File: src/hdl/exception_dispatch_perf_monitor_defines.svh
// Assertion macros for the exception dispatch and performance monitor block.
`ifndef EXCEPTION_DISPATCH_PERF_MONITOR_DEFINES_SVH
`define EXCEPTION_DISPATCH_PERF_MONITOR_DEFINES_SVH

`ifndef NO_ASSERTIONS

// Check a condition in the same cycle as its trigger.
`define EDPM_ASSERT_NOW(name, clock, reset, trig, cond, msg) \
  name: assert property (@(posedge clock) disable iff (reset) (trig) |-> (cond)) \
    else $error(msg);

// Check a condition in the cycle after its trigger.
`define EDPM_ASSERT_NEXT(name, clock, reset, trig, cond, msg) \
  name: assert property (@(posedge clock) disable iff (reset) (trig) |=> (cond)) \
    else $error(msg);

`else

`define EDPM_ASSERT_NOW(name, clock, reset, trig, cond, msg)
`define EDPM_ASSERT_NEXT(name, clock, reset, trig, cond, msg)

`endif

`endif

File: src/hdl/edpm_pkg.sv
// Package: types, codes and constants of the exception dispatch and performance monitor.
`timescale 1ns / 1ps
`default_nettype none

package edpm_pkg;

  // Item kinds
  typedef enum logic [1:0] {
    KIND_RAISE     = 2'd0,
    KIND_COUNT     = 2'd1,
    KIND_CHECK_ALL = 2'd2,
    KIND_CHECK_EXT = 2'd3
  } kind_t;

  // Configuration register indexes
  localparam int CfgIdxW = 3;
  localparam int CfgDataW = 7;
  localparam logic [CfgIdxW-1:0] CFG_PMC1_SELECT     = 3'd0;
  localparam logic [CfgIdxW-1:0] CFG_PMC2_SELECT     = 3'd1;
  localparam logic [CfgIdxW-1:0] CFG_PMC3_SELECT     = 3'd2;
  localparam logic [CfgIdxW-1:0] CFG_PMC4_SELECT     = 3'd3;
  localparam logic [CfgIdxW-1:0] CFG_PMC1_INT_ENABLE = 3'd4;
  localparam logic [CfgIdxW-1:0] CFG_PMCN_INT_ENABLE = 3'd5;

  // Event select codes
  localparam logic [6:0] SEL_CYCLES     = 7'd1;
  localparam logic [6:0] SEL_LOAD_STORE = 7'd11;
  localparam logic [6:0] SEL_FPU        = 7'd11;

  // Pending bit positions
  localparam int P_ISI   = 0;
  localparam int P_PROG  = 1;
  localparam int P_SC    = 2;
  localparam int P_FPU   = 3;
  localparam int P_MCHK  = 4;
  localparam int P_DSI   = 5;
  localparam int P_ALIGN = 6;
  localparam int P_EXT   = 7;
  localparam int P_PERF  = 8;
  localparam int P_DEC   = 9;
  localparam int PendW   = 10;

  // Exception vectors
  localparam logic [11:0] VEC_DSI   = 12'h300;
  localparam logic [11:0] VEC_ISI   = 12'h400;
  localparam logic [11:0] VEC_EXT   = 12'h500;
  localparam logic [11:0] VEC_ALIGN = 12'h600;
  localparam logic [11:0] VEC_PROG  = 12'h700;
  localparam logic [11:0] VEC_FPU   = 12'h800;
  localparam logic [11:0] VEC_DEC   = 12'h900;
  localparam logic [11:0] VEC_SC    = 12'hC00;
  localparam logic [11:0] VEC_PERF  = 12'hF00;

  // MSR / SRR1 masks and bits
  localparam logic [31:0] SRR1_KEEP  = 32'h87C0FFFF;
  localparam logic [31:0] MSR_CLEAR  = 32'h0004EF36;
  localparam logic [31:0] ISI_REASON = 32'h40000000;
  localparam int MSR_LE  = 0;
  localparam int MSR_EE  = 15;
  localparam int MSR_ILE = 16;
  localparam int TopBit  = 31;

  typedef logic [3:0][31:0] counters_t;

  typedef struct packed {
    kind_t       kind;
    logic [9:0]  raise_mask;
    logic [31:0] cycle_count;
    logic [31:0] load_store_count;
    logic [31:0] fp_count;
    logic [31:0] cur_pc;
    logic [31:0] next_pc;
    logic [31:0] msr_in;
    logic [31:0] srr1_prior;
  } item_t;

  typedef struct packed {
    logic [6:0] pmc1_select;
    logic [5:0] pmc2_select;
    logic [4:0] pmc3_select;
    logic [4:0] pmc4_select;
    logic       pmc1_int_enable;
    logic       pmcn_int_enable;
  } cfg_t;

  typedef struct packed {
    logic        taken;
    logic [11:0] vector;
    logic [31:0] srr0_out;
    logic [31:0] srr1_out;
    logic [31:0] msr_out;
    logic        unknown_external;
  } disp_t;

endpackage

`default_nettype wire

File: src/hdl/edpm_core.sv
// Combinational step: pending update, counter adds and exception dispatch for one item.
`timescale 1ns / 1ps
`default_nettype none

module edpm_core
  import edpm_pkg::*;
(
  input  item_t            item,
  input  cfg_t             cfg,
  input  logic [PendW-1:0] pending,
  input  counters_t        counters,
  output logic [PendW-1:0] pending_next,
  output counters_t        counters_next,
  output disp_t            res
);

  logic             ext_chk;
  logic             take;
  logic [PendW-1:0] pick;
  logic [11:0]      vec;
  logic             use_npc;
  logic [31:0]      reason;
  logic [31:0]      msr_le;
  logic [31:0]      ctop;

  assign msr_le = {item.msr_in[31:1], item.msr_in[MSR_ILE]};

  always_comb begin
    pending_next = pending;
    counters_next = counters;
    ext_chk = 1'b0;
    take = 1'b0;
    pick = '0;
    vec = '0;
    use_npc = 1'b0;
    reason = '0;
    res.taken = 1'b0;
    res.vector = '0;
    res.srr0_out = '0;
    res.srr1_out = '0;
    res.msr_out = item.msr_in;
    res.unknown_external = 1'b0;
    ctop = '0;

    unique case (item.kind)
      KIND_RAISE: begin
        pending_next = pending | item.raise_mask;
      end
      KIND_COUNT: begin
        if (cfg.pmc1_select == SEL_CYCLES) begin
          counters_next[0] = counters[0] + item.cycle_count;
        end
        if (cfg.pmc2_select == SEL_CYCLES[5:0]) begin
          counters_next[1] = counters[1] + item.cycle_count;
        end else if (cfg.pmc2_select == SEL_LOAD_STORE[5:0]) begin
          counters_next[1] = counters[1] + item.load_store_count;
        end
        if (cfg.pmc3_select == SEL_CYCLES[4:0]) begin
          counters_next[2] = counters[2] + item.cycle_count;
        end else if (cfg.pmc3_select == SEL_FPU[4:0]) begin
          counters_next[2] = counters[2] + item.fp_count;
        end
        if (cfg.pmc4_select == SEL_CYCLES[4:0]) begin
          counters_next[3] = counters[3] + item.cycle_count;
        end
        ctop = counters_next[1] | counters_next[2] | counters_next[3];
        if ((cfg.pmc1_int_enable && counters_next[0][TopBit]) ||
            (cfg.pmcn_int_enable && ctop[TopBit])) begin
          pending_next[P_PERF] = 1'b1;
        end
      end
      KIND_CHECK_ALL: begin
        priority if (pending[P_ISI]) begin
          take = 1'b1; pick[P_ISI] = 1'b1; vec = VEC_ISI;
          use_npc = 1'b1; reason = ISI_REASON;
        end else if (pending[P_PROG]) begin
          take = 1'b1; pick[P_PROG] = 1'b1; vec = VEC_PROG; reason = item.srr1_prior;
        end else if (pending[P_SC]) begin
          take = 1'b1; pick[P_SC] = 1'b1; vec = VEC_SC; use_npc = 1'b1;
        end else if (pending[P_FPU]) begin
          take = 1'b1; pick[P_FPU] = 1'b1; vec = VEC_FPU;
        end else if (pending[P_MCHK]) begin
          // Drop memcheck and dsi together; nothing is dispatched
          pending_next[P_MCHK] = 1'b0;
          pending_next[P_DSI] = 1'b0;
        end else if (pending[P_DSI]) begin
          take = 1'b1; pick[P_DSI] = 1'b1; vec = VEC_DSI;
        end else if (pending[P_ALIGN]) begin
          take = 1'b1; pick[P_ALIGN] = 1'b1; vec = VEC_ALIGN;
        end else begin
          ext_chk = 1'b1;
        end
      end
      KIND_CHECK_EXT: begin
        ext_chk = 1'b1;
      end
      default: begin
      end
    endcase

    if (ext_chk && (pending != '0) && item.msr_in[MSR_EE]) begin
      priority if (pending[P_EXT]) begin
        take = 1'b1; pick[P_EXT] = 1'b1; vec = VEC_EXT; use_npc = 1'b1;
      end else if (pending[P_PERF]) begin
        take = 1'b1; pick[P_PERF] = 1'b1; vec = VEC_PERF; use_npc = 1'b1;
      end else if (pending[P_DEC]) begin
        take = 1'b1; pick[P_DEC] = 1'b1; vec = VEC_DEC; use_npc = 1'b1;
      end else begin
        res.unknown_external = 1'b1;
      end
    end

    if (take) begin
      res.taken = 1'b1;
      res.vector = vec;
      res.srr0_out = use_npc ? item.next_pc : item.cur_pc;
      res.srr1_out = (item.msr_in & SRR1_KEEP) | reason;
      res.msr_out = msr_le & ~MSR_CLEAR;
      pending_next = pending & ~pick;
    end
  end

endmodule

`default_nettype wire

File: src/hdl/exception_dispatch_perf_monitor.sv
// Top level: stream ports, configuration registers, state and result register.
`timescale 1ns / 1ps
`default_nettype none

// Exception dispatch and performance monitor. Each item on the slave stream
// (kind in s_tuser) raises pending exceptions, adds event counts to the four
// 32-bit performance counters, or dispatches the highest-priority pending
// exception, giving vector, SRR0, SRR1 and new MSR. Every item yields exactly
// one result on the master stream, carrying the pending vector and counters
// as they stand after that item. Throughput is one item per clock while
// m_tready is high: an item is held in an input register, and in the cycle
// it moves on, one shallow combinational step reads and rewrites the pending
// vector and counters and loads the output register. With the output register
// free, an item passes from the input register into the output register,
// which raises m_tvalid. While a result waits, the input register still
// takes one more item; with both registers full, s_tready drops until
// m_tready returns. Write configuration only while the block is idle; the
// write enable takes effect at the clock edge, with no read-back.

`include "exception_dispatch_perf_monitor_defines.svh"

module exception_dispatch_perf_monitor
  import edpm_pkg::*;
(
  input  logic                clk,
  input  logic                rst,
  // Slave stream
  input  logic                s_tvalid,
  output logic                s_tready,
  // s_tdata, low bit up: raise_mask[9:0], cycle_count[41:10],
  // load_store_count[73:42], fp_count[105:74], cur_pc[137:106],
  // next_pc[169:138], msr_in[201:170], srr1_prior[233:202], zero pad
  input  logic [239:0]        s_tdata,
  input  logic [1:0]          s_tuser,   // kind
  // Master stream
  output logic                m_tvalid,
  input  logic                m_tready,
  // m_tdata, low bit up: taken[0], vector[12:1], srr0_out[44:13],
  // srr1_out[76:45], msr_out[108:77], pending_out[118:109],
  // unknown_external[119], counter1[151:120], counter2[183:152],
  // counter3[215:184], counter4[247:216]
  output logic [247:0]        m_tdata,
  // Configuration write port
  input  logic                cfg_we,
  input  logic [CfgIdxW-1:0]  cfg_index,
  input  logic [CfgDataW-1:0] cfg_data
);

  // Input stage
  logic  in_valid;
  item_t in_item;
  logic  advance;

  // Architectural state and configuration
  cfg_t             cfg;
  logic [PendW-1:0] pending;
  counters_t        counters;

  // Step results
  logic [PendW-1:0] pending_next;
  counters_t        counters_next;
  disp_t            res;

  // Output register
  logic             out_valid;
  disp_t            out_disp;
  logic [PendW-1:0] out_pending;
  counters_t        out_counters;

  // Move the held item through the step whenever the output register is free
  assign advance  = in_valid && (!out_valid || m_tready);
  assign s_tready = !in_valid || advance;

  always_ff @(posedge clk) begin
    if (rst) begin
      in_valid <= 1'b0;
    end else if (s_tready) begin
      in_valid <= s_tvalid;
    end
  end

  // Hold the accepted item's fields
  always_ff @(posedge clk) begin
    if (s_tvalid && s_tready) begin
      in_item.kind             <= kind_t'(s_tuser);
      in_item.raise_mask       <= s_tdata[9:0];
      in_item.cycle_count      <= s_tdata[41:10];
      in_item.load_store_count <= s_tdata[73:42];
      in_item.fp_count         <= s_tdata[105:74];
      in_item.cur_pc           <= s_tdata[137:106];
      in_item.next_pc          <= s_tdata[169:138];
      in_item.msr_in           <= s_tdata[201:170];
      in_item.srr1_prior       <= s_tdata[233:202];
    end
  end

  // Configuration registers; writes to unused indexes are dropped
  always_ff @(posedge clk) begin
    if (rst) begin
      cfg <= '0;
    end else if (cfg_we) begin
      unique case (cfg_index)
        CFG_PMC1_SELECT:     cfg.pmc1_select     <= cfg_data[6:0];
        CFG_PMC2_SELECT:     cfg.pmc2_select     <= cfg_data[5:0];
        CFG_PMC3_SELECT:     cfg.pmc3_select     <= cfg_data[4:0];
        CFG_PMC4_SELECT:     cfg.pmc4_select     <= cfg_data[4:0];
        CFG_PMC1_INT_ENABLE: cfg.pmc1_int_enable <= cfg_data[0];
        CFG_PMCN_INT_ENABLE: cfg.pmcn_int_enable <= cfg_data[0];
        default: begin
        end
      endcase
    end
  end

  edpm_core u_core (
    .item          (in_item),
    .cfg           (cfg),
    .pending       (pending),
    .counters      (counters),
    .pending_next  (pending_next),
    .counters_next (counters_next),
    .res           (res)
  );

  // Pending vector and counters advance once per item
  always_ff @(posedge clk) begin
    if (rst) begin
      pending  <= '0;
      counters <= '0;
    end else if (advance) begin
      pending  <= pending_next;
      counters <= counters_next;
    end
  end

  always_ff @(posedge clk) begin
    if (rst) begin
      out_valid <= 1'b0;
    end else if (advance) begin
      out_valid <= 1'b1;
    end else if (m_tready) begin
      out_valid <= 1'b0;
    end
  end

  // Capture the result together with the state it leaves behind
  always_ff @(posedge clk) begin
    if (advance) begin
      out_disp     <= res;
      out_pending  <= pending_next;
      out_counters <= counters_next;
    end
  end

  assign m_tvalid = out_valid;
  assign m_tdata  = {out_counters[3], out_counters[2], out_counters[1], out_counters[0],
                     out_disp.unknown_external, out_pending, out_disp.msr_out,
                     out_disp.srr1_out, out_disp.srr0_out, out_disp.vector,
                     out_disp.taken};

  // A dispatched exception always has a vector and never flags an unknown source
  `EDPM_ASSERT_NOW(a_taken_vec, clk, rst, advance && res.taken, (res.vector != '0) && !res.unknown_external, "taken exception without vector")
  // Nothing taken leaves the MSR as it came in
  `EDPM_ASSERT_NOW(a_notaken_msr, clk, rst, advance && !res.taken, res.msr_out == in_item.msr_in, "msr changed without dispatch")
  // Raised bits are pending right after a raise item
  `EDPM_ASSERT_NEXT(a_raise_sets, clk, rst, advance && (in_item.kind == KIND_RAISE), (pending & $past(in_item.raise_mask)) == $past(in_item.raise_mask), "raised bits not pending")
  // Only counter items move the counters
  `EDPM_ASSERT_NEXT(a_counters_hold, clk, rst, advance && (in_item.kind != KIND_COUNT), counters == $past(counters), "counters changed on non-counter item")

endmodule

`default_nettype wire

File: config.mk
export PLATFORM = sky130hd
export DESIGN_NAME = exception_dispatch_perf_monitor
export DESIGN_NICKNAME = d
export VERILOG_FILES = /design/src/hdl/edpm_pkg.sv /design/src/hdl/edpm_core.sv /design/src/hdl/exception_dispatch_perf_monitor.sv
export VERILOG_INCLUDE_DIRS = /design/src /design/src/hdl
export SDC_FILE = /design/constraint.sdc
export NUM_CORES = 1
export LEC_CHECK = 0
export BUFFER_PORTS_ARGS = -buffer_cell sky130_fd_sc_hd__clkbuf_2
export CAP_MARGIN = 15
export CORE_ASPECT_RATIO = 2
export CORE_MARGIN = 5
export CORE_UTILIZATION = 25
export CTS_BUF_LIST = sky130_fd_sc_hd__clkbuf_4
export DETAILED_ROUTE_END_ITERATION = 10
export GPL_TIMING_DRIVEN = 0
export PLACE_DENSITY = 0.41
export SKIP_CTS_REPAIR_TIMING = 1
export SLEW_MARGIN = 0
export SYNTH_ARGS = -nofsm -noshare
export SYNTH_HDL_FRONTEND = slang
export SYNTH_SLANG_ARGS = --single-unit
File: constraint.sdc
create_clock -name clk -period 19.6 [get_ports clk]
set_clock_uncertainty 0.2 [all_clocks]
set_input_delay 3.92 -clock clk [delete_from_list [all_inputs] [get_ports clk]]
set_output_delay 3.92 -clock clk [all_outputs]
set_load 0.01 [all_outputs]
==> After elaboration in Yosys (flattened, before gate mapping) <==
Index checks and enable logic that the tools add are counted.
{ "classes": {"addsub": 6, "n_eq_ne": 14, "muxes": 92, "bitwise": 7, "reduce_logical": 22} }
{ "op_table": {"columns": ["op", "n"], "rows": [
  ["$mux 32", 14],
  ["$add 32x32->32", 6],
  ["$mux 128", 1],
  ["$mux 12", 10],
  ["$mux 109", 1],
  ["$or 32x32->32", 3],
  ["$mux 1", 42],
  ["$mux 2", 14],
  ["$mux 11", 2],
  ["$reduce_and 2->1", 6],
  ["$and 10x10->10", 1],
  ["$eq 5x1->1 const B", 2],
  ["$mux 10", 1],
  ["$not 10->10", 1],
  ["$or 10x10->10", 1],
  ["$reduce_bool 10->1", 1],
  ["$mux 4", 2],
  ["$eq 7x1->1 const B", 1],
  ["$eq 3x2->1 const B", 2],
  ["$eq 3x3->1 const B", 2],
  ["$eq 6x1->1 const B", 1],
  ["$eq 6x4->1 const B", 1],
  ["$logic_and 1x1->1", 6],
  ["$mux 3", 2],
  ["other kinds (13)", 18]
]} }
{ "totals": {"regBits": 649, "inputBits": 257, "out_inout_bits": 250, "elab_cells": 175} }

==> Logic depth before layout (Yosys ltp) <==
Gate-level depths: netlist of run 1.
{ "logic_depth": {"ltp_word": 14, "mapped_depth": 12, "ltp_nobuf": 12} }

==> Modules after synthesis <==
From an unflattened synthesis of run 1, not the netlist that was laid out.
{ "hier_totals": {"cells_unflattened": 3063, "area_unflattened_um2": 34189.0} }
{ "by_module_without_submodules": {"columns": ["mod", "n_inst", "cells_each", "area_each_um2", "seq_area_each_um2"], "rows": [
  ["exception_dispatch_perf_monitor", 1, 1180, 21768.4, 17837.1],
  ["edpm_core", 1, 1883, 12420.7, 0.0]
]} }

==> Worst setup path before layout of run 1 <==
No wires, ideal clock.
{ "synth_path": {"kind": "in2reg", "startpoint": "in m_tready", "endpoint": "reg counters[88] (netlist name)", "arrival_time_ns": 11.181, "required_ns": 18.922, "path_slack_ns": 7.741, "stages": 5, "cell_sequence": "nor2b_1 nand2b_1 inv_2 clkbuf_1 a211oi_1"} }
{ "synth_via": {"elab_chain_len": 2} }
{ "synth_lines": {"columns": ["element", "line_no", "source"], "rows": [
  ["start: declaration", "exception_dispatch_perf_monitor.sv:37", "input logic m_tready,"],
  ["$logic_or 1x1->1", "exception_dispatch_perf_monitor.sv:71", "assign advance = in_valid && (!out_valid || m_tready);"],
  ["$logic_and 1x1->1", "exception_dispatch_perf_monitor.sv:71", null],
  ["net advance", "exception_dispatch_perf_monitor.sv:52", "logic advance;"],
  ["end signal: assignment", "exception_dispatch_perf_monitor.sv:132", "counters <= counters_next;"],
  ["end: declaration", "exception_dispatch_perf_monitor.sv:57", "counters_t counters;"]
]} }
The timed path passes the listed nets, and every way through them passes these cells.
A chain may end at the register's enable or synchronous reset.

==> Final worst setup path of run 1 <==
{ "layout_path": {"startpoint": "in m_tready", "endpoint": "out s_tready"} }
{ "layout_via": {"elab_chain_len": 3} }
{ "layout_lines": {"columns": ["element", "line_no", "source"], "rows": [
  ["$logic_or 1x1->1", "exception_dispatch_perf_monitor.sv:71", null],
  ["$logic_and 1x1->1", "exception_dispatch_perf_monitor.sv:71", null],
  ["$logic_or 1x1->1", "exception_dispatch_perf_monitor.sv:72", "assign s_tready = !in_valid || advance;"],
  ["end: declaration", "exception_dispatch_perf_monitor.sv:29", "output logic s_tready,"]
]} }
No other way between the ends.

==> results of run 1 <==
how the worst max path moves through the flow:
| stage | start | to | slack (ns) |
|---|---|---|---|
| after detailed placement | m_tready | s_tready | 10.99 |
| after floorplan | m_tready | counters[88]$_SDFFE_PP0P_ | 7.74 |
| final | m_tready | s_tready | 11.02 |
| after global placement | m_tready | counters[88]$_SDFFE_PP0P_ | 2.01 |
| after global routing | m_tready | s_tready | 10.88 |
| after CTS | m_tready | s_tready | 10.99 |
power by group through the flow:
stage                     clock (mW)  sequential, mW  combinational (mW)
final                           1.23            1.57               0.356
after global routing            1.36            1.58               0.390
after CTS                       1.30            1.57               0.360
after detailed placement           0            1.60               0.358
after global placement             0            1.63               0.352
after floorplan                    0            1.60               0.194
per-layer routing:
metal / share of wire (%) / wire, µm
met1: 33 / 47500
met5: 0.096 / 138
met3: 8.0 / 11500
met2: 50 / 72400
met4: 8.3 / 11900
stage by stage:
stage | hold slack (ns) | total power, mW | area [µm²] | utilization [%]
2_1_floorplan | 0.200 | 1.79 | 33200 | -
3_3_place_gp | 0.202 | 1.98 | 37900 | 28.6
3_5_place_dp | 0.206 | 1.96 | 38100 | 28.8
4_1_cts | 0.224 | 3.23 | 40300 | 30.4
5_1_grt | 0.238 | 3.32 | 40300 | 30.5
6_report | 0.217 | 3.16 | 40300 | 30.5
state kept, by name (all words and copies together), names as in the netlist:
signal,flops
in_item,236
m_tdata,230
counters,128
cfg,25
out_pending,10
pending,10
in_valid,1
m_tvalid,1
cell usage in the layout (no fill, tap or decap), types with 111 or more instances in the layout:
master,count
edfxtp_1,476
clkbuf_4,244
xnor2_1,111
nand2_1,430
nor2_1,261
dfxtp_1,165
clkbuf_1,115
a21oi_1,352
ha_1,186
o21ai_0,130
clkbuf_2,492
logic make-up (layout without fill, tap and decap cells):
logic type	after synthesis	in the layout	share of synthesized area, %
and+or+nand+nor	1027	1027	14.0
AOI/OAI and AO/OA	927	927	17.3
DFF	641	641	53.0
buffers and inverters	211	1022	2.60
adders and majority gates	192	192	7.37
xor gates and xnor gates	160	160	4.22
muxes	47	47	1.48
other	1	17	0.0113
cell type report:
type	instances	share of cell area [%]
Buffer	149	1.58
Multi-Input combinational cell	2361	36.7
Inverter	62	0.577
Antenna cell	9	0.0558
Clock inverter	63	0.859
Tap cell	1719	5.33
Sequential cell	641	43.6
Timing Repair Buffer	505	6.75
Clock buffer	243	4.52
==> impl_table.tex, run 1 <==
\begin{tabular}{lr}
\hline
Metric & Value \\
\hline
\multicolumn{2}{l}{\textbf{Run status}} \\
Outcome & finished clean \\
\multicolumn{2}{l}{\textbf{Timing}} \\
Tcrit/Tclk final & 43.8\% \\
Number of pins with negative max-slew slack in the final report & 0 \\
Total Negative Setup Slacks & 0 ns \\
Smallest setup slack after layout & about 11 ns \\
Least-Margin Pin Slew & around 1.3 ns \\
Setup repair after global routing missed its margin & false \\
Peak Freq & 117 MHz \\
Final number of hold-violating endpoints & 0 \\
Remaining max-slew budget at the tightest pin & 14.0\% \\
Post-layout min period & 8.58 ns \\
Setup violators final & 0 \\
\multicolumn{2}{l}{\textbf{Yosys}} \\
Number of flops mapped to enable cells by yosys & 476 \\
Share of synthesized area occupied by flip-flops and latches & 53.0\% \\
Fraction of synthesized cell area taken by the top area cell type & approximately 43\% \\
Top area cells in the synthesized netlist & edfxtp\_1 43\%, dfxtp\_1 9.9\%, ha\_1 7.0\%, a21oi\_1 5.3\%, nand2\_1 4.9\% \\
Average cell area after synthesis & 10.4 µm² \\
Number of warning messages in the yosys log & 0 \\
Flip-flop cell with the highest count after synthesis & edfxtp\_1 \\
Post-synthesis cell area & around 0.033 mm² \\
Post-synth ARST share & 0\% \\
Number of instances in the synthesized netlist & between 3000 and 4000 \\
Biggest area consumer among synthesized cells & edfxtp\_1 \\
Most used standard cell by instance count after synthesis & edfxtp\_1 \\
Count of distinct cell types in the synthesized netlist & approximately 100 \\
Top cells by instance count after synthesis & 476 x edfxtp\_1, 430 x nand2\_1, 352 x a21oi\_1 \\
Synthesis-stage register bit count & between 600 and 700 \\
\multicolumn{2}{l}{\textbf{Setup path}} \\
Critical Path AT & 4.46 ns \\
Reg-to-reg setup timing slack & 14.70 ns \\
Cell class contributing the biggest share of worst-path delay & simple AND/OR/NAND/NOR gates \\
Capturing element type of the critical path & output port \\
Critical Path Start Type & input pin \\
CP max stage cell & nor2b\_1 \\
Data required time at the worst endpoint & 15.48 ns \\
Kind of critical path & input pin to output port \\
Crit path largest cell delay & 0.20 ns \\
Origin of the critical flop-to-flop path & in\_item[193]\$\_DFFE\_PP\_ \\
Register-to-Register Path Depth & 11 \\
Buf+Inv Stages, Crit Path & 2 \\
Destination of the worst register-to-register timing path & m\_tdata[211]\$\_DFFE\_PP\_ \\
Number of cells on the critical path & 4 \\
Series of cell instances along the critical path & clkbuf\_2 -> nor2b\_1 -> nand2\_1 -> clkbuf\_2 \\
Maximum fanout encountered on the critical timing path & 4 \\
Library cell appearing most often on the critical path & clkbuf\_2 \\
\multicolumn{2}{l}{\textbf{Route}} \\
Iteration-0 DRC Markers & 1477 \\
Number of DRC violations after detailed routing & 0 \\
Average wire per cell in the routed design & 24.9 µm \\
Via Count & 28100 \\
Detailed-route vias per instance & 4.89 \\
Antenna violation net count after detailed routing & 0 \\
Final Routed Wirelength & 143000 µm \\
Initial DRT Pass Iterations & 5 \\
\multicolumn{2}{l}{\textbf{Power and ir drop}} \\
Register share of total power & between 40\% and 50\% \\
Power dissipated by switching net loads & 0.918 mW \\
Cell area power density & 78.3 mW/mm² \\
Internal power component & 2.24 mW \\
Leakage power of the design & around 16 nW \\
Clock share of power & 39.0\% \\
VDD IR-drop max & 48.0 µV \\
Switching Share & 29.1\% \\
Comb power frac & 11.3\% \\
\multicolumn{2}{l}{\textbf{Clocking}} \\
Latest clock arrival within the worst-skew pair & 1.15 ns \\
Clock-pin slew on the worst setup and hold paths & 0.06 ns \\
Maximum clock path buffer count & 3 \\
Root Buffer Master & clkbuf\_4 \\
Depth of the CTS H-tree & 4 \\
Number of buffers added by the clock tree synthesis step & 167 \\
\# clock sinks & 641 \\
CTS tree & yes \\
\multicolumn{2}{l}{\textbf{Floorplan}} \\
Initial core utilization & 25.1\% \\
Floorplan die height & 526 µm \\
Core ar. & 0.132 mm² \\
Placement row count & 189 \\
Die area & 0.141 mm² \\
Chip Width & roughly 270 µm \\
Number of I/O pins & 507 \\
\multicolumn{2}{l}{\textbf{Final layout}} \\
Fraction of layout instances using a drive strength above 1 & 20.8\% \\
Area overhead of the layout relative to synthesis & 21.4\% \\
Area used by sequential logic in the layout & about 0.018 mm² \\
Area of combinational cells with multiple inputs & 0.0148 mm² \\
Final std cells w/o fill & between 5000 and 6000 \\
Layout fillers & 14000 \\
NumNets Final & 4336 \\
\multicolumn{2}{l}{\textbf{Global routing}} \\
Met2 track utilization from global routing & 35.3\% \\
GRT overflow & 0 \\
Met1 usage in global routing & 18.7\% \\
Met3 Resource Use GR & 6.78\% \\
Pin count of the biggest net entering global routing & 60 \\
Vias in the first global route & 29300 \\
Combined global-route utilization of all metal layers & 19.8\% \\
Wire length of the first global-routing pass & 202000 µm \\
Initial antenna violation count & 20 \\
Most Used Layer, Global Route & met2 \\
\multicolumn{2}{l}{\textbf{Min path}} \\
Class of the tightest hold or removal check & register to register \\
Hold Path Sink & m\_tdata[105]\$\_DFFE\_PP\_ \\
Number of cells on the worst hold path & 0 \\
Hold\_sp & in\_item[60]\$\_DFFE\_PP\_ \\
\multicolumn{2}{l}{\textbf{Placement}} \\
Routability congestion estimate & 0.934 \\
Count of input and output buffers & 492 \\
Setup slack after placement & approximately 11 ns \\
Half-perimeter wire length of the detailed placement result & 112000 µm \\
Placed cell count & roughly 5400 \\
\multicolumn{2}{l}{\textbf{Flow run}} \\
Max-cap check violation count & 0 \\
\hline
\end{tabular}
No activity file was read; power rests on OpenSTA's default activity.
==> run 2: changes to the inputs <==
Settings changed: PLACE_DENSITY 0.41 to 0.42.
Clock period 19.6 ns to 7 ns, I/O delays scaled along.
==> impl_table.tex, run 2 (synthesis gave the netlist of run 1 again) <==
\begin{tabular}{lr}
\hline
Metric & Value \\
\hline
\multicolumn{2}{l}{\textbf{Timing}} \\
Post-layout min period & between 4 and 5 ns \\
Number of pins with negative max-slew slack in the final report & 0 (unchanged) \\
Setup repair after global routing missed its margin & false (unchanged) \\
Tcrit/Tclk final & 68.9\% \\
Remaining max-slew budget at the tightest pin & 18.3\% (was 14.0\%) \\
Peak Freq & around 210 MHz \\
Least-Margin Pin Slew & 1.23 ns (was 1.29 ns) \\
Final number of hold-violating endpoints & 0 (unchanged) \\
Setup violators final & 0 (unchanged) \\
\multicolumn{2}{l}{\textbf{Route}} \\
Detailed-route vias per instance & 4.92 (was 4.89) \\
Routed length on met2 & 71400 µm (was 72400 µm) \\
Highest signal layer in the routed design & met5 (unchanged) \\
Number of DRC violations after detailed routing & 0 (unchanged) \\
Initial DRT Pass Iterations & 5 (unchanged) \\
Iteration-0 DRC Markers & 1609 (was 1477) \\
Met3 WL post-DR & 11500 µm (about the same) \\
Antenna violation net count after detailed routing & 0 (unchanged) \\
Average wire per cell in the routed design & 24.9 µm (about the same) \\
Via Count & 28300 (was 28100) \\
Final Routed Wirelength & 143000 µm (about the same) \\
Post-route met1 wirelength & 47900 µm (was 47500 µm) \\
\multicolumn{2}{l}{\textbf{Power and ir drop}} \\
Comb power frac & 11.1\% (was 11.3\%) \\
Switching Share & 28.7\% (was 29.1\%) \\
Cell area power density & 221 mW/mm² (was 78.3 mW/mm²) \\
Register share of total power & 49.2\% (was 49.8\%) \\
VDD IR-drop max & 148 µV (was 48.0 µV) \\
Internal power component & 6.37 mW (was 2.24 mW) \\
Clock share of power & 39.6\% (was 39.0\%) \\
Power dissipated by switching net loads & 2.57 mW (was 0.918 mW) \\
Leakage power of the design & 16.3 nW (about the same) \\
\multicolumn{2}{l}{\textbf{Global routing}} \\
Vias in the first global route & 29700 (was 29300) \\
Combined global-route utilization of all metal layers & 19.7\% (was 19.8\%) \\
Wire length of the first global-routing pass & 202000 µm (about the same) \\
GRT overflow & 0 (unchanged) \\
Pin count of the biggest net entering global routing & 81 (was 60) \\
Initial antenna violation count & 17 (was 20) \\
\multicolumn{2}{l}{\textbf{Setup path}} \\
Destination of the critical timing path & m\_tdata[178]\$\_DFFE\_PP\_ (was s\_tready) \\
Origin of the critical flop-to-flop path & in\_item[193]\$\_DFFE\_PP\_ (unchanged) \\
Reg-to-reg setup timing slack & 2.18 ns (was 14.70 ns) \\
Series of cell instances along the critical path & fa\_1 -> a21oi\_1 -> o21ai\_1 -> nand3\_1 -> a211oi\_1 -> nor3\_1 -> a31oi\_1 -> a31oi\_1 -> xnor2\_1 -> o32a\_1 -> o21ai\_1 (was clkbuf\_2 -> nor2b\_1 -> nand2\_1 -> clkbuf\_2) \\
Kind of critical path & register to register (was input pin to output port) \\
CP max stage cell & edfxtp\_1 (was nor2b\_1) \\
Maximum fanout encountered on the critical timing path & 8 (was 4) \\
Critical Path Start Type & register (was input pin) \\
Critical Path AT & 5.36 ns (was 4.46 ns) \\
Destination of the worst register-to-register timing path & m\_tdata[178]\$\_DFFE\_PP\_ (was m\_tdata[211]\$\_DFFE\_PP\_) \\
Capturing element type of the critical path & register (was output port) \\
Critical Path Start & in\_item[193]\$\_DFFE\_PP\_ (was m\_tready) \\
Register-to-Register Path Depth & 11 (unchanged) \\
Data required time at the worst endpoint & 7.54 ns (was 15.48 ns) \\
Crit path largest cell delay & 0.96 ns (was 0.20 ns) \\
\multicolumn{2}{l}{\textbf{Run status}} \\
Outcome & finished clean (unchanged) \\
\multicolumn{2}{l}{\textbf{Floorplan}} \\
Chip Width & 268 µm (unchanged) \\
Die area & 0.141 mm² (unchanged) \\
Core ar. & 0.132 mm² (unchanged) \\
Number of I/O pins & 507 (unchanged) \\
Initial core utilization & 25.1\% (unchanged) \\
Floorplan die height & 526 µm (unchanged) \\
Placement row count & 189 (unchanged) \\
\multicolumn{2}{l}{\textbf{Flow run}} \\
Max-cap check violation count & 0 (unchanged) \\
\multicolumn{2}{l}{\textbf{Final layout}} \\
Area overhead of the layout relative to synthesis & 21.6\% (was 21.4\%) \\
Layout Cell Area excl Fill & 0.0404 mm² (was 0.0403 mm²) \\
Most common library cell in the layout ignoring fill and taps & clkbuf\_2 (unchanged) \\
Fraction of layout instances using a drive strength above 1 & 21.1\% (was 20.8\%) \\
Layout fillers & 14000 (about the same) \\
Area of combinational cells with multiple inputs & 0.0148 mm² (unchanged) \\
Most used cells in the layout excluding fill and tap cells & 492 x clkbuf\_2, 476 x edfxtp\_1, 430 x nand2\_1, 352 x a21oi\_1, 263 x clkbuf\_4 (was 492 x clkbuf\_2, 476 x edfxtp\_1, 430 x nand2\_1, 352 x a21oi\_1, 261 x nor2\_1) \\
Most flops, register & in\_item (unchanged) \\
Area used by sequential logic in the layout & 0.0176 mm² (unchanged) \\
NumNets Final & 4334 (was 4336) \\
Final std cells w/o fill & 5750 (was 5752) \\
Max reg flops & 236 (unchanged) \\
\multicolumn{2}{l}{\textbf{Clocking}} \\
\# clock sinks & 641 (unchanged) \\
Latest clock arrival within the worst-skew pair & 1.13 ns (was 1.15 ns) \\
Number of buffers added by the clock tree synthesis step & 167 (unchanged) \\
Maximum clock path buffer count & 3 (unchanged) \\
Root Buffer Master & clkbuf\_4 (unchanged) \\
Clock-pin slew on the worst setup and hold paths & 0.08 ns (was 0.06 ns) \\
Depth of the CTS H-tree & 4 (unchanged) \\
CTS tree & yes (unchanged) \\
\multicolumn{2}{l}{\textbf{Min path}} \\
Number of cells on the worst hold path & 0 (unchanged) \\
Class of the tightest hold or removal check & register to register (unchanged) \\
\multicolumn{2}{l}{\textbf{Placement}} \\
Count of input and output buffers & 492 (unchanged) \\
Half-perimeter wire length of the detailed placement result & 110000 µm (was 112000 µm) \\
Routability congestion estimate & 0.945 (was 0.934) \\
Area post-placement & 0.0381 mm² (about the same) \\
Placed cell count & 5435 (was 5437) \\
\hline
\end{tabular}
-- run 2: metrics by stage --
| step | setup TNS (ns) | util (%) | hold slack, ns | total power, mW | setup slack (ns) |
|---|---|---|---|---|---|
| final | 0 | 30.5 | 0.205 | 8.94 | 2.18 |
| after global routing | 0 | 30.5 | 0.0879 | 9.40 | 2.13 |
| after CTS | 0 | 30.5 | 0.000227 | 9.16 | 2.19 |
| after detailed placement | 0 | 28.8 | 0.205 | 5.49 | 2.27 |
| after global placement | -321.84 | 28.6 | 0.200 | 5.50 | -1.32 |
| after floorplan | 0 | - | 0.200 | 5.00 | 1.39 |
-- run 2: metal layers --
metal	up-vias	track usage, %
li1	13300	-
met1	13400	18.9
met2	1122	34.8
met3	391	6.33
met4	16	14.6
met5	-	0
-- run 2: area by class of cell --
type / instances / area share (%)
tap: 1719 / 5.33
timing repair buffer: 503 / 6.65
buffer: 149 / 1.59
inverter: 62 / 0.576
clock inverter: 44 / 0.685
antenna: 8 / 0.0496
multi-input combinational: 2361 / 36.7
sequential: 641 / 43.6
clock buffer: 263 / 4.89
-- run 2: worst max-delay path: cells and delay by family, from the launching register on --
| family | cells | cell delay, ns |
|---|---|---|
| flip-flops | 1 | 0.96 |
| AND/OR/NAND/NOR | 2 | 0.45 |
| XOR/XNOR | 1 | 0.25 |
| AO/OA/AOI/OAI | 7 | 2.22 |
| adder cells (fa/ha/maj) | 1 | 0.36 |
-- run 2: worst min-delay path by stage --
stage          slack [ns]                   from                endpoint
2_1_floorplan        0.20  in_item[59]$_DFFE_PP_  m_tdata[104]$_DFFE_PP_
3_3_place_gp         0.20  in_item[61]$_DFFE_PP_  m_tdata[106]$_DFFE_PP_
3_5_place_dp         0.21  in_item[52]$_DFFE_PP_   m_tdata[97]$_DFFE_PP_
4_1_cts            0.0002           s_tdata[199]   in_item[61]$_DFFE_PP_
5_1_grt              0.09           s_tdata[207]    in_item[5]$_DFFE_PP_
6_report             0.20  in_item[51]$_DFFE_PP_   m_tdata[96]$_DFFE_PP_
-- run 2: power by group through the flow --
| stage | logic, mW | clock network (mW) | registers, mW |
|---|---|---|---|
| final | 0.993 | 3.54 | 4.40 |
| after global routing | 1.09 | 3.90 | 4.41 |
| after CTS | 1.01 | 3.75 | 4.41 |
| after floorplan | 0.543 | 0 | 4.45 |
| after global placement | 0.978 | 0 | 4.52 |
| after detailed placement | 1.00 | 0 | 4.49 |
==> run 3: changes to the inputs <==
Clock period 7 ns to 4.4 ns, I/O delays scaled along.
==> impl_table.tex, run 3 (synthesis gave the netlist of run 1 again) <==
\begin{tabular}{lr}
\hline
Metric & Value \\
\hline
\multicolumn{2}{l}{\textbf{Run status}} \\
Outcome & finished clean (unchanged) \\
\multicolumn{2}{l}{\textbf{Route}} \\
Number of DRC violations after detailed routing & 0 (unchanged) \\
Antenna violation net count after detailed routing & 0 (unchanged) \\
Iteration-0 DRC Markers & 1524 (was 1609) \\
Initial DRT Pass Iterations & 5 (unchanged) \\
Routed length on met2 & 73900 µm (was 71400 µm) \\
Post-route met1 wirelength & 49800 µm (was 47900 µm) \\
Met3 WL post-DR & 9450 µm (was 11500 µm) \\
Detailed-route vias per instance & 4.86 (was 4.92) \\
Final Routed Wirelength & 145000 µm (was 143000 µm) \\
Via Count & 29100 (was 28300) \\
Average wire per cell in the routed design & 24.1 µm (was 24.9 µm) \\
Highest signal layer in the routed design & met5 (unchanged) \\
\multicolumn{2}{l}{\textbf{Global routing}} \\
Vias in the first global route & 29000 (was 29700) \\
Initial antenna violation count & 21 (was 17) \\
Wire length of the first global-routing pass & 201000 µm (was 202000 µm) \\
Pin count of the biggest net entering global routing & 155 (was 81) \\
GRT overflow & 0 (unchanged) \\
Combined global-route utilization of all metal layers & 19.5\% (was 19.7\%) \\
\multicolumn{2}{l}{\textbf{Min path}} \\
Class of the tightest hold or removal check & input pin to register (was register to register) \\
\multicolumn{2}{l}{\textbf{Clocking}} \\
Root Buffer Master & clkbuf\_4 (unchanged) \\
Maximum clock path buffer count & 4 (was 3) \\
Depth of the CTS H-tree & 4 (unchanged) \\
Latest clock arrival within the worst-skew pair & 1.11 ns (was 1.13 ns) \\
\# clock sinks & 641 (unchanged) \\
CTS tree & yes (unchanged) \\
Number of buffers added by the clock tree synthesis step & 171 (was 167) \\
Clock-pin slew on the worst setup and hold paths & 0.07 ns (was 0.08 ns) \\
\multicolumn{2}{l}{\textbf{Floorplan}} \\
Initial core utilization & 25.1\% (unchanged) \\
Core ar. & 0.132 mm² (unchanged) \\
Chip Width & 268 µm (unchanged) \\
Placement row count & 189 (unchanged) \\
Floorplan die height & 526 µm (unchanged) \\
Number of I/O pins & 507 (unchanged) \\
Die area & 0.141 mm² (unchanged) \\
\multicolumn{2}{l}{\textbf{Final layout}} \\
Utilization after layout & 32.3\% (was 30.5\%) \\
Most flops, register & in\_item (unchanged) \\
Area overhead of the layout relative to synthesis & 28.9\% (was 21.6\%) \\
Final std cells w/o fill & 5997 (was 5750) \\
Max reg flops & 236 (unchanged) \\
Most used cells in the layout excluding fill and tap cells & 492 x clkbuf\_2, 476 x edfxtp\_1, 430 x nand2\_1, 351 x a21oi\_1, 261 x nor2\_1 (was 492 x clkbuf\_2, 476 x edfxtp\_1, 430 x nand2\_1, 352 x a21oi\_1, 263 x clkbuf\_4) \\
NumNets Final & 4585 (was 4334) \\
Fraction of layout instances using a drive strength above 1 & 19.8\% (was 21.1\%) \\
Layout Cell Area excl Fill & 0.0428 mm² (was 0.0404 mm²) \\
Most common library cell in the layout ignoring fill and taps & clkbuf\_2 (unchanged) \\
\multicolumn{2}{l}{\textbf{Placement}} \\
Half-perimeter wire length of the detailed placement result & 111000 µm (was 110000 µm) \\
Area post-placement & 0.0381 mm² (about the same) \\
Placed cell count & 5432 (was 5435) \\
Routability congestion estimate & 0.949 (was 0.945) \\
Count of input and output buffers & 492 (unchanged) \\
\multicolumn{2}{l}{\textbf{Setup path}} \\
Data required time at the worst endpoint & 4.94 ns (was 7.54 ns) \\
Critical Path Start Type & register (unchanged) \\
CP max stage cell & edfxtp\_1 (unchanged) \\
Series of cell instances along the critical path & ha\_1 -> a21oi\_1 -> o21ai\_1 -> nand3\_1 -> a211oi\_4 -> nor3\_2 -> a31oi\_1 -> a31oi\_1 -> xnor2\_1 -> o32a\_1 -> o21ai\_1 (was fa\_1 -> a21oi\_1 -> o21ai\_1 -> nand3\_1 -> a211oi\_1 -> nor3\_1 -> a31oi\_1 -> a31oi\_1 -> xnor2\_1 -> o32a\_1 -> o21ai\_1) \\
Kind of critical path & register to register (unchanged) \\
Maximum fanout encountered on the critical timing path & 5 (was 8) \\
Capturing element type of the critical path & register (unchanged) \\
Critical Path AT & 4.81 ns (was 5.36 ns) \\
Crit path largest cell delay & 0.68 ns (was 0.96 ns) \\
\multicolumn{2}{l}{\textbf{Timing}} \\
Least-Margin Pin Slew & 1.20 ns (was 1.23 ns) \\
Tcrit/Tclk final & 96.9\% (was 68.9\%) \\
Number of pins with negative max-slew slack in the final report & 0 (unchanged) \\
Final number of hold-violating endpoints & 0 (unchanged) \\
Setup violators final & 0 (unchanged) \\
Peak Freq & 235 MHz (was 207 MHz) \\
Worst-case hold slack & 0.0330 ns (was 0.205 ns) \\
Remaining max-slew budget at the tightest pin & 19.7\% (was 18.3\%) \\
Setup repair after global routing missed its margin & false (unchanged) \\
Post-layout min period & 4.26 ns (was 4.82 ns) \\
\multicolumn{2}{l}{\textbf{Power and ir drop}} \\
Cell area power density & 332 mW/mm² (was 221 mW/mm²) \\
Leakage power of the design & 17.3 nW (was 16.3 nW) \\
Total power of the final layout & 14.2 mW (was 8.94 mW) \\
VDD IR-drop max & 283 µV (was 148 µV) \\
\multicolumn{2}{l}{\textbf{Flow run}} \\
Max-cap check violation count & 0 (unchanged) \\
\hline
\end{tabular}
==> run 3: cell types whose count changed in the layout (fill, tap and decap cells not counted), sizes merged, moves of 4 or more <==
cell         delta
dlygate4sd3   +246
inv             -4
clkbuf         -18
clkinv         +17
diode           +5
==> run 3: critical path: cells and delay by family (launching register included) <==
kind                       cells  cell delay, ns
DFF                            1            0.68
adders and majority gates      1            0.50
and+or+nand+nor                2            0.39
AOI/OAI and AO/OA              7            1.88
xor gates and xnor gates       1            0.28
==> run 3: stage by stage <==
| stage | setup TNS [ns] | setup slack, ns |
|---|---|---|
| floorplan | 0 | 0.716 |
| global placement | -299.38 | -1.20 |
| detailed placement | -1.26 | -0.282 |
| CTS | -2.16 | -0.368 |
| global route | 0 | 0.0341 |
| finish | 0 | 0.136 |
==> run 3: layout make-up <==
class	instances	area (µm²)
multi-input cells	2361	14900
clock inverters	57	292
flip-flops and latches	641	17600
diodes	13	32.5
inverters	62	233
fillers	13800	89600
plain buffers	149	653
well taps	1719	2150
clock buffers	245	1840
repair buffers	750	5140
==> run 3: path summary, 6_finish.rpt <==
kind	startpoint	to	slack, ns	depth (start not counted)
min	cfg_index[0]	cfg[0]$_SDFFE_PP0P_	0.03	3
min reg2reg	in_item[49]$_DFFE_PP_	m_tdata[94]$_DFFE_PP_	0.18	0
max reg2reg	in_item[194]$_DFFE_PP_	m_tdata[178]$_DFFE_PP_	0.14	11
max	in_item[194]$_DFFE_PP_	m_tdata[178]$_DFFE_PP_	0.14	11
==> run 3: metal layers <==
layer | vias up | GRT usage (%)
met5 | - | 0
met4 | 22 | 12.9
met1 | 13900 | 18.9
met3 | 379 | 5.73
met2 | 1028 | 35.5
li1 | 13800 | -
==> run 3: power by group <==
part / internal [mW] / leakage, nW / switching [mW]
Combinational: 0.693 / 10.1 / 1.08
Sequential: 6.78 / 5.96 / 0.215
Clock: 2.69 / 1.27 / 2.77
Total: 10.2 / 17.3 / 4.07
